### config.mk
export PLATFORM = sky130hd
export DESIGN_NAME = masked_telemetry_field_parser_flat
export DESIGN_NICKNAME = d
export VERILOG_FILES = /design/src/hw/rtl/mtfp_pkg.sv /design/src/hw/rtl/mtfp_msg_if.sv /design/src/hw/rtl/mtfp_res_if.sv /design/src/hw/rtl/masked_telemetry_field_parser.sv /design/src/hw/rtl/mtfp_front.sv /design/src/hw/rtl/mtfp_queue.sv /design/src/hw/rtl/mtfp_back.sv /design/src/flat_wrapper.sv
export SDC_FILE = /design/constraint.sdc
export NUM_CORES = 1
export LEC_CHECK = 0
export BUFFER_PORTS_ARGS = -buffer_cell sky130_fd_sc_hd__buf_2
export CAP_MARGIN = 5
export CORE_AREA = 3 3 146 148
export CTS_BUF_LIST = sky130_fd_sc_hd__clkbuf_8 sky130_fd_sc_hd__clkbuf_16
export DETAILED_ROUTE_END_ITERATION = 16
export DIE_AREA = 0 0 149 151
export PLACE_DENSITY = 0.89
export RECOVER_POWER = 100
export SYNTH_ARGS = -nofsm -noshare
export SYNTH_HDL_FRONTEND = slang
export SYNTH_HIERARCHICAL = 1
export SYNTH_SLANG_ARGS = --single-unit
### constraint.sdc
create_clock -name clk -period 8 [get_ports clk]
set_input_delay 2.4 -clock clk [delete_from_list [all_inputs] [get_ports clk]]
set_output_delay 2.4 -clock clk [all_outputs]
set_load 0.01 [all_outputs]
### src/hw/rtl/mtfp_pkg.sv
package mtfp_pkg;

    // parse phases of one response message
    typedef enum logic [1:0] {
        PH_CMD   = 2'd0,
        PH_HDR   = 2'd1,
        PH_FLD   = 2'd2,
        PH_DRAIN = 2'd3
    } phase_t;

    // end-of-message status codes
    localparam logic [1:0] ST_OK      = 2'd0;
    localparam logic [1:0] ST_SHORT   = 2'd1;
    localparam logic [1:0] ST_IGNORED = 2'd2;

    // result kinds
    localparam logic KIND_FIELD  = 1'b0;
    localparam logic KIND_STATUS = 1'b1;

    // configuration register indexes and reset values
    localparam logic       REG_FULL_SET   = 1'b0;
    localparam logic       REG_SELECTIVE  = 1'b1;
    localparam logic [7:0] FULL_SET_RESET = 8'd47;
    localparam logic [7:0] SELECTIVE_RESET = 8'd51;

    // mask width and queue geometry
    localparam int MASK_W  = 32;
    localparam int Q_DEPTH = 4;
    localparam int Q_PTR_W = 2;
    localparam int Q_CNT_W = 3;

    // one queue entry: up to a field result and a status result
    typedef struct packed {
        logic        has_field;
        logic [4:0]  field_index;
        logic [31:0] field_raw;
        logic [2:0]  field_bytes;
        logic        has_status;
        logic [1:0]  status;
    } entry_t;

    // byte size of each defined field, 0 for undefined slots
    function automatic logic [2:0] size_of(input logic [4:0] idx);
        logic [2:0] sz;
        case (idx)
            5'd0, 5'd1, 5'd4, 5'd7, 5'd8:  sz = 3'd2;
            5'd2, 5'd3, 5'd5, 5'd6:        sz = 3'd4;
            5'd9, 5'd10, 5'd11, 5'd12:     sz = 3'd4;
            5'd13, 5'd14, 5'd15:           sz = 3'd4;
            5'd16, 5'd17, 5'd18:           sz = 3'd1;
            5'd19, 5'd20, 5'd21:           sz = 3'd4;
            default:                       sz = 3'd0;
        endcase
        return sz;
    endfunction

endpackage

### src/hw/rtl/mtfp_msg_if.sv
interface mtfp_msg_if;
    logic       valid;
    logic       ready;
    logic [7:0] rx_byte;
    logic       end_of_message;

    modport source (output valid, output rx_byte, output end_of_message, input ready);
    modport sink (input valid, input rx_byte, input end_of_message, output ready);
endinterface

### src/hw/rtl/mtfp_res_if.sv
interface mtfp_res_if;
    logic        valid;
    logic        ready;
    logic        result_kind;
    logic [4:0]  field_index;
    logic [31:0] field_raw;
    logic [2:0]  field_bytes;
    logic [1:0]  message_status;
    logic        last_result;

    modport source (
        output valid, output result_kind, output field_index, output field_raw,
        output field_bytes, output message_status, output last_result, input ready
    );
    modport sink (
        input valid, input result_kind, input field_index, input field_raw,
        input field_bytes, input message_status, input last_result, output ready
    );
endinterface

### src/hw/rtl/masked_telemetry_field_parser.sv
// channel   dir   payload                                            per request
// msg       in    rx_byte, end_of_message                            one message byte
// res       out   result_kind, field_index, field_raw, field_bytes,  one result
//                 message_status, last_result
//
// one byte is taken per cycle while the four-entry result queue has room
// a byte that completes a field and ends the message gives two results,
// so its queue entry stays at the head until both results are taken
// the parse state and the field search settle within the accepting cycle
// reset clears parse state, the queue and restores both command codes
// the result side stalls alone; msg.ready drops only once the queue fills
module masked_telemetry_field_parser
    import mtfp_pkg::*;
#(
    parameter int FIELD_COUNT = 22
) (
    input  logic        clk,
    input  logic        rst_n,
    mtfp_msg_if.sink    msg,
    mtfp_res_if.source  res,
    input  logic        cfg_we,
    input  logic        cfg_index,
    input  logic [7:0]  cfg_data
);

    logic   q_push, q_full, q_valid, q_pop;
    entry_t q_in, q_head;

    // byte classification and field assembly
    mtfp_front #(
        .FIELD_COUNT(FIELD_COUNT)
    ) u_front (
        .clk       (clk),
        .rst_n     (rst_n),
        .msg       (msg),
        .cfg_we    (cfg_we),
        .cfg_index (cfg_index),
        .cfg_data  (cfg_data),
        .q_full    (q_full),
        .q_push    (q_push),
        .q_entry   (q_in)
    );

    // decoupling queue
    mtfp_queue u_queue (
        .clk        (clk),
        .rst_n      (rst_n),
        .push       (q_push),
        .push_entry (q_in),
        .full       (q_full),
        .head_valid (q_valid),
        .head_entry (q_head),
        .pop        (q_pop)
    );

    // result delivery
    mtfp_back u_back (
        .clk        (clk),
        .rst_n      (rst_n),
        .head_valid (q_valid),
        .head_entry (q_head),
        .pop        (q_pop),
        .res        (res)
    );

endmodule

### src/hw/rtl/mtfp_front.sv
module mtfp_front
    import mtfp_pkg::*;
#(
    parameter int FIELD_COUNT = 22
) (
    input  logic         clk,
    input  logic         rst_n,
    mtfp_msg_if.sink     msg,
    input  logic         cfg_we,
    input  logic         cfg_index,
    input  logic [7:0]   cfg_data,
    input  logic         q_full,
    output logic         q_push,
    output entry_t       q_entry
);

    phase_t        phase_reg, phase_next;
    logic [31:0]   mask_reg, mask_next;
    logic [1:0]    mask_cnt_reg, mask_cnt_next;
    logic [4:0]    cur_reg, cur_next;
    logic [1:0]    fcnt_reg, fcnt_next;
    logic [31:0]   acc_reg, acc_next;
    logic          ign_reg, ign_next;
    logic [7:0]    full_code_reg, sel_code_reg;

    logic          accept;
    logic [MASK_W-1:0] defined;
    logic [MASK_W-1:0] search_mask;
    logic [MASK_W-1:0] cand;
    logic [MASK_W-1:0] above;
    logic [4:0]    enc_idx;
    logic          enc_found;
    logic [2:0]    sz;
    logic [31:0]   acc_v;
    logic [1:0]    status_v;
    logic          start;
    entry_t        ent;

    assign msg.ready = !q_full;
    assign accept    = msg.valid && !q_full;

    // fields that exist under the configured field count
    always_comb
    begin
        for (int i = 0; i < MASK_W; i++)
        begin
            defined[i] = (i < FIELD_COUNT) && (size_of(5'(i)) != 3'd0);
        end
    end

    assign above = (32'hFFFF_FFFF << cur_reg) << 1;
    assign sz    = size_of(cur_reg);
    assign acc_v = {acc_reg[23:0], msg.rx_byte};

    // search set: after the current field while in fields, the new mask in the header, else all fields
    always_comb
    begin
        if (phase_reg == PH_FLD)
        begin
            search_mask = mask_reg & above;
        end
        else if (phase_reg == PH_HDR)
        begin
            search_mask = {mask_reg[23:0], msg.rx_byte};
        end
        else
        begin
            search_mask = 32'hFFFF_FFFF;
        end
    end

    assign cand = search_mask & defined;

    // lowest present field of the candidate set
    always_comb
    begin
        enc_idx = 5'd0;
        for (int i = MASK_W - 1; i >= 0; i--)
        begin
            if (cand[i])
            begin
                enc_idx = 5'(i);
            end
        end
    end
    assign enc_found = |cand;

    // byte classification and next state
    always_comb
    begin
        phase_next    = phase_reg;
        mask_next     = mask_reg;
        mask_cnt_next = mask_cnt_reg;
        cur_next      = cur_reg;
        fcnt_next     = fcnt_reg;
        acc_next      = acc_reg;
        ign_next      = ign_reg;
        status_v      = ST_OK;
        start         = 1'b0;
        ent           = '0;

        unique case (phase_reg)
            PH_CMD:
            begin
                ign_next      = 1'b0;
                mask_next     = '0;
                mask_cnt_next = 2'd0;
                if (msg.rx_byte == sel_code_reg)
                begin
                    phase_next = PH_HDR;
                    if (msg.end_of_message)
                    begin
                        status_v = ST_SHORT;
                    end
                end
                else if (msg.rx_byte == full_code_reg)
                begin
                    mask_next = 32'hFFFF_FFFF;
                    start     = 1'b1;
                end
                else
                begin
                    ign_next   = 1'b1;
                    phase_next = PH_DRAIN;
                end
            end
            PH_HDR:
            begin
                mask_next = {mask_reg[23:0], msg.rx_byte};
                if (mask_cnt_reg == 2'd3)
                begin
                    mask_cnt_next = 2'd0;
                    start         = 1'b1;
                end
                else
                begin
                    mask_cnt_next = mask_cnt_reg + 2'd1;
                    if (msg.end_of_message)
                    begin
                        status_v = ST_SHORT;
                    end
                end
            end
            PH_FLD:
            begin
                if (sz == 3'd0 || ({1'b0, fcnt_reg} + 3'd1) >= sz)
                begin
                    ent.has_field   = 1'b1;
                    ent.field_index = cur_reg;
                    ent.field_raw   = acc_v;
                    ent.field_bytes = sz;
                    fcnt_next       = 2'd0;
                    acc_next        = '0;
                    if (enc_found)
                    begin
                        cur_next = enc_idx;
                    end
                    else
                    begin
                        phase_next = PH_DRAIN;
                        cur_next   = 5'd0;
                    end
                end
                else
                begin
                    fcnt_next = fcnt_reg + 2'd1;
                    acc_next  = acc_v;
                end
            end
            PH_DRAIN:
            begin
            end
            default:
            begin
            end
        endcase

        // first present field after the header or the full-set command
        if (start)
        begin
            fcnt_next = 2'd0;
            acc_next  = '0;
            if (enc_found)
            begin
                phase_next = PH_FLD;
                cur_next   = enc_idx;
            end
            else
            begin
                phase_next = PH_DRAIN;
                cur_next   = 5'd0;
            end
        end

        // end of message closes everything
        if (msg.end_of_message)
        begin
            ent.has_status = 1'b1;
            ent.status     = ign_next ? ST_IGNORED : status_v;
            phase_next     = PH_CMD;
            mask_next      = '0;
            mask_cnt_next  = 2'd0;
            cur_next       = 5'd0;
            fcnt_next      = 2'd0;
            acc_next       = '0;
            ign_next       = 1'b0;
        end
    end

    assign q_push  = accept && (ent.has_field || ent.has_status);
    assign q_entry = ent;

    // parse state
    always_ff @(posedge clk or negedge rst_n)
    begin
        if (!rst_n)
        begin
            phase_reg    <= PH_CMD;
            mask_reg     <= '0;
            mask_cnt_reg <= 2'd0;
            cur_reg      <= 5'd0;
            fcnt_reg     <= 2'd0;
            acc_reg      <= '0;
            ign_reg      <= 1'b0;
        end
        else if (accept)
        begin
            phase_reg    <= phase_next;
            mask_reg     <= mask_next;
            mask_cnt_reg <= mask_cnt_next;
            cur_reg      <= cur_next;
            fcnt_reg     <= fcnt_next;
            acc_reg      <= acc_next;
            ign_reg      <= ign_next;
        end
    end

    // command code registers
    always_ff @(posedge clk or negedge rst_n)
    begin
        if (!rst_n)
        begin
            full_code_reg <= FULL_SET_RESET;
            sel_code_reg  <= SELECTIVE_RESET;
        end
        else if (cfg_we)
        begin
            if (cfg_index == REG_FULL_SET)
            begin
                full_code_reg <= cfg_data;
            end
            if (cfg_index == REG_SELECTIVE)
            begin
                sel_code_reg <= cfg_data;
            end
        end
    end

endmodule

### src/hw/rtl/mtfp_queue.sv
module mtfp_queue
    import mtfp_pkg::*;
(
    input  logic   clk,
    input  logic   rst_n,
    input  logic   push,
    input  entry_t push_entry,
    output logic   full,
    output logic   head_valid,
    output entry_t head_entry,
    input  logic   pop
);

    entry_t               mem [Q_DEPTH];
    logic [Q_PTR_W-1:0]   wr_reg, rd_reg;
    logic [Q_CNT_W-1:0]   cnt_reg, cnt_next;

    assign full       = (cnt_reg == Q_CNT_W'(Q_DEPTH));
    assign head_valid = (cnt_reg != '0);
    assign head_entry = mem[rd_reg];

    // occupancy
    always_comb
    begin
        cnt_next = cnt_reg;
        if (push && !pop)
        begin
            cnt_next = cnt_reg + Q_CNT_W'(1);
        end
        else if (pop && !push)
        begin
            cnt_next = cnt_reg - Q_CNT_W'(1);
        end
    end

    // pointers
    always_ff @(posedge clk or negedge rst_n)
    begin
        if (!rst_n)
        begin
            wr_reg  <= '0;
            rd_reg  <= '0;
            cnt_reg <= '0;
        end
        else
        begin
            cnt_reg <= cnt_next;
            if (push)
            begin
                wr_reg <= wr_reg + Q_PTR_W'(1);
            end
            if (pop)
            begin
                rd_reg <= rd_reg + Q_PTR_W'(1);
            end
        end
    end

    // entry storage
    always_ff @(posedge clk)
    begin
        if (push)
        begin
            mem[wr_reg] <= push_entry;
        end
    end

endmodule

### src/hw/rtl/mtfp_back.sv
module mtfp_back
    import mtfp_pkg::*;
(
    input  logic       clk,
    input  logic       rst_n,
    input  logic       head_valid,
    input  entry_t     head_entry,
    output logic       pop,
    mtfp_res_if.source res
);

    logic half_reg;
    logic show_field;
    logic fire;

    assign show_field = head_entry.has_field && !half_reg;
    assign fire       = head_valid && res.ready;

    // present the field part first, then the status part
    always_comb
    begin
        res.valid = head_valid;
        if (show_field)
        begin
            res.result_kind    = KIND_FIELD;
            res.field_index    = head_entry.field_index;
            res.field_raw      = head_entry.field_raw;
            res.field_bytes    = head_entry.field_bytes;
            res.message_status = ST_OK;
            res.last_result    = !head_entry.has_status;
        end
        else
        begin
            res.result_kind    = KIND_STATUS;
            res.field_index    = 5'd0;
            res.field_raw      = 32'd0;
            res.field_bytes    = 3'd0;
            res.message_status = head_entry.status;
            res.last_result    = 1'b1;
        end
    end

    assign pop = fire && !(show_field && head_entry.has_status);

    // tracks a field part already delivered
    always_ff @(posedge clk or negedge rst_n)
    begin
        if (!rst_n)
        begin
            half_reg <= 1'b0;
        end
        else if (fire)
        begin
            half_reg <= show_field && head_entry.has_status;
        end
    end

endmodule

### src/flat_wrapper.sv
// flat-port wrapper written by rule: the top's interface ports become plain ports
module masked_telemetry_field_parser_flat import mtfp_pkg::*;
#(
    parameter int FIELD_COUNT = 22
)
  (clk, rst_n, cfg_we, cfg_index, cfg_data, msg_valid, msg_rx_byte, msg_end_of_message, msg_ready, res_valid, res_result_kind, res_field_index, res_field_raw, res_field_bytes, res_message_status, res_last_result, res_ready);
  mtfp_msg_if msg_i ();
  mtfp_res_if res_i ();
  input  logic clk;
  input  logic rst_n;
  input  logic cfg_we;
  input  logic cfg_index;
  input  logic [7:0] cfg_data;
  input wire logic [$bits(msg_i.valid)-1:0] msg_valid;
  input wire logic [$bits(msg_i.rx_byte)-1:0] msg_rx_byte;
  input wire logic [$bits(msg_i.end_of_message)-1:0] msg_end_of_message;
  output wire logic [$bits(msg_i.ready)-1:0] msg_ready;
  output wire logic [$bits(res_i.valid)-1:0] res_valid;
  output wire logic [$bits(res_i.result_kind)-1:0] res_result_kind;
  output wire logic [$bits(res_i.field_index)-1:0] res_field_index;
  output wire logic [$bits(res_i.field_raw)-1:0] res_field_raw;
  output wire logic [$bits(res_i.field_bytes)-1:0] res_field_bytes;
  output wire logic [$bits(res_i.message_status)-1:0] res_message_status;
  output wire logic [$bits(res_i.last_result)-1:0] res_last_result;
  input wire logic [$bits(res_i.ready)-1:0] res_ready;
  assign msg_i.valid = msg_valid;
  assign msg_i.rx_byte = msg_rx_byte;
  assign msg_i.end_of_message = msg_end_of_message;
  assign msg_ready = msg_i.ready;
  assign res_valid = res_i.valid;
  assign res_result_kind = res_i.result_kind;
  assign res_field_index = res_i.field_index;
  assign res_field_raw = res_i.field_raw;
  assign res_field_bytes = res_i.field_bytes;
  assign res_message_status = res_i.message_status;
  assign res_last_result = res_i.last_result;
  assign res_i.ready = res_ready;
  masked_telemetry_field_parser #(.FIELD_COUNT(FIELD_COUNT)) u_core (.clk(clk), .rst_n(rst_n), .msg(msg_i), .res(res_i), .cfg_we(cfg_we), .cfg_index(cfg_index), .cfg_data(cfg_data));
endmodule
==> flow_summary.ini <==
[cells_and_area]
most-common-layout-cells = edfxtp_1, dfrtp_1, buf_2
final_common_cell = edfxtp_1
drive_gt1_frac = 0.241
fin_area_mm2 = 0.0130
stdcell_count = 1153
diodes = 0
area_growth_pct = 9.87
largest_reg_flops = 176
nNetsFinal = 901

[worst_setup_path]
r2r-start = u_core/u_front/cur_reg[1]
slowest_stage = dfrtp_1
rr_endpoint = u_core/u_queue/mem[1][11]
crit_arrival_ns = 3.91
cp_max_fo = 46
cp-end-kind = output pin
crit_buf_inv = 1
r2r_cells = 15
critical_path.cell_chain = mux4_1 > nor2b_4 > and2_0 > buf_2
worst-setup-path-type = register to output pin
cpPeakStageDelay_ns = 1.71
crit_required_ns = 5.60
path_delay_family = flip-flops
reg2reg_slack_ns = 1.77
cp-start-kind = register

[pwr]
cellLeakagePower_uw = 0.00494
seqPwrFrac = 0.405
p_switching_uw = 1730
ir_drop_mv = 0.212
p_int_uw = 3270
power-per-cell-area_mw_per_mm2 = 384
combPwrFrac = 0.349
switching_share = 0.346
pwr-share-clk = 0.246

[die]
die_area_mm2 = 0.0225
initial_core_util = 0.587
core-area_mm2 = 0.0202
pin_count = 69
die_x_um = 149
die_y_um = 151
row_count = 52

[clocking]
postCtsHoldBufs = 0
htreeDepth = 1
post-cts-setup-buffers = 0
cts_tree = built
clk_pin_slew_ns = 0.06
numCtsBuffers = 26
max-clock-path-buffers = 3
clk_latency_ns = 0.53
clock-root-buffer = clkbuf_16
tritoncts_num_sinks = 258
cts_resized = 0

[synthesis]
mappedNetlistArea_mm2 = 0.0118
yosys.cell_types.count = 82
async_flop_share = 0.318
ys_ff_latch = 258
synth-edff-count = 176
syn_nets = 844
syn_area_per_cell_um2 = 14.7
synth_warnings = 6
seq_area_frac_synth = 0.620
synth-main-ff-cell = edfxtp_1
syn_inst = 806

[hold_path]
hold_path_class = register to register
holdPathEnd = u_core/u_front/mask_reg[20]
hold_path_depth = 2
worst_hold_startpoint = u_core/u_front/mask_reg[20]

[placed_design]
dp_hpwl_um = 15500
dp.cells = 1105
post_dp_cell_area_mm2 = 0.0122
io_buffers = 68
finalWeightedCongestion = 0.965

[timing]
slew_headroom = -0.354
finalSetupTns_ns = 0
min_period_over_period = 0.789
fin_crit_ns = 6.31
rsz0062_at_grt = no
drv_slew = 85
timing.hold.ws_ns = 0.487
worst_slew_pin_slew_ns = 2.03
setup_viol = 0
finalHoldViolations = 0
fmax_mhz = 158
skew_ns = 0.0190

[routing]
drc_errors = 0
wl_per_cell_um = 21.9
drtAntennaViolNets = 0
first_pass_iters = 6
dr.first_iter.drc_count = 682
num_vias = 7167
via_per_inst = 6.22
wl_um = 25300

[global_routing]
grt_util_all_layers = 0.226
grt_max_degree = 83
grt-ovfl-total = 0
grt_pass1_wl_um = 39800
antenna_found_initial = 0
grt_pass1_vias = 6948

[status]
violations = max-capacitance violations, max-slew violations
status = complete, but fails checks

[flow_run]
maxCapViolCount = 2
[power by group through the flow]
stage               combinational, uW  sequential, uW  clock (uW)
floorplan                        1520            1890           0
global placement                 1790            2010           0
detailed placement               1830            2030           0
CTS                              1860            2020        1250
global route                     1900            2050        1300
finish                           1740            2030        1230
[through the flow]
stage                     utilization  setup WS [ns]  power (uW)
final                           0.645           1.69        5000
after CTS                       0.651           2.25        5120
after detailed placement        0.607           2.73        3870
after global routing            0.645           1.37        5260
after floorplan                     -           3.47        3410
after global placement          0.607           2.89        3800
[how the worst max path moves through the flow]
| stage | startpoint | end | slack, ns | cells past startpoint |
|---|---|---|---|---|
| final | u_core/u_queue/rd_reg[1] | res_field_raw[3] | 1.69 | 4 |
| after global routing | u_core/u_front/cur_reg[1] | u_core/u_queue/mem[0][17] | 1.37 | 17 |
| after CTS | u_core/u_queue/rd_reg[1] | res_field_raw[3] | 2.25 | 4 |
| after detailed placement | msg_rx_byte[5] | u_core/u_front/fcnt_reg[0] | 2.73 | 8 |
| after global placement | msg_rx_byte[5] | u_core/u_front/fcnt_reg[0] | 2.89 | 8 |
| after floorplan | msg_end_of_message | u_core/u_queue/mem[1][0] | 3.47 | 4 |
[layout make-up]
class | count | area [um^2]
sequential | 258 | 7350
multi-input combinational | 483 | 4000
clock buffer | 27 | 676
tap | 270 | 338
fill | 1411 | 7160
clock inverter | 21 | 209
timing repair buffer | 77 | 377
inverter | 17 | 63.8
[logic make-up (layout without fill, tap and decap cells)]
kind of cell               after synthesis  count (layout)  share of synthesized area
AOI/OAI and AO/OA                      134             134                     0.0824
adders and majority gates               15              15                     0.0165
DFF                                    258             258                      0.620
muxes                                   64              64                      0.104
xor gates and xnor gates                22              22                     0.0163
buffers and inverters                   65             142                     0.0353
and+or+nand+nor                        248             248                      0.125
[cell usage after synthesis, types with 3 or more instances]
| cell | number | area (um^2) |
|---|---|---|
| a211oi_1 | 3 | 22.5 |
| a21oi_1 | 18 | 90.1 |
| a22o_1 | 28 | 245 |
| a31oi_1 | 7 | 43.8 |
| a32o_1 | 4 | 40.0 |
| and2_1 | 44 | 275 |
| and2_2 | 3 | 22.5 |
| and2_4 | 34 | 298 |
| and3_1 | 4 | 25.0 |
| buf_12 | 4 | 80.1 |
| buf_2 | 15 | 75.1 |
| buf_4 | 6 | 45.0 |
| buf_6 | 3 | 33.8 |
| buf_8 | 4 | 60.1 |
| clkbuf_1 | 14 | 52.6 |
| dfrtp_1 | 73 | 1830 |
| dfstp_2 | 9 | 236 |
| edfxtp_1 | 176 | 5290 |
| ha_1 | 14 | 175 |
| inv_1 | 17 | 63.8 |
| mux2_2 | 19 | 214 |
| mux4_1 | 6 | 158 |
| mux4_2 | 38 | 856 |
| nand2_1 | 45 | 169 |
| nand2b_1 | 7 | 43.8 |
| nand3_1 | 6 | 30.0 |
| nand4_1 | 3 | 18.8 |
| nor2_1 | 43 | 161 |
| nor2b_1 | 9 | 56.3 |
| nor3_1 | 15 | 75.1 |
| nor3b_1 | 3 | 22.5 |
| nor4_1 | 5 | 31.3 |
| nor4b_1 | 3 | 26.3 |
| o21ai_0 | 33 | 165 |
| o21bai_1 | 4 | 30.0 |
| o32ai_1 | 4 | 35.0 |
| or2_2 | 5 | 31.3 |
| xnor2_1 | 10 | 87.6 |
| xor2_1 | 12 | 105 |
[per-layer routing]
metal	up-vias	global-route usage	routed length [um]
met2	345	0.369	12500
met5	-	0	0
met4	0	0.0540	663
li1	3149	-	-
met1	3616	0.325	10400
met3	57	0.0353	1710
[worst min-delay path: cells and delay by family, from the launching register on]
family / cells / cell delay, ns
and+or+nand+nor: 1 / 0.05
DFF: 1 / 0.34
AOI/OAI and AO/OA: 1 / 0.06
(Power assumes the default switching activity.)
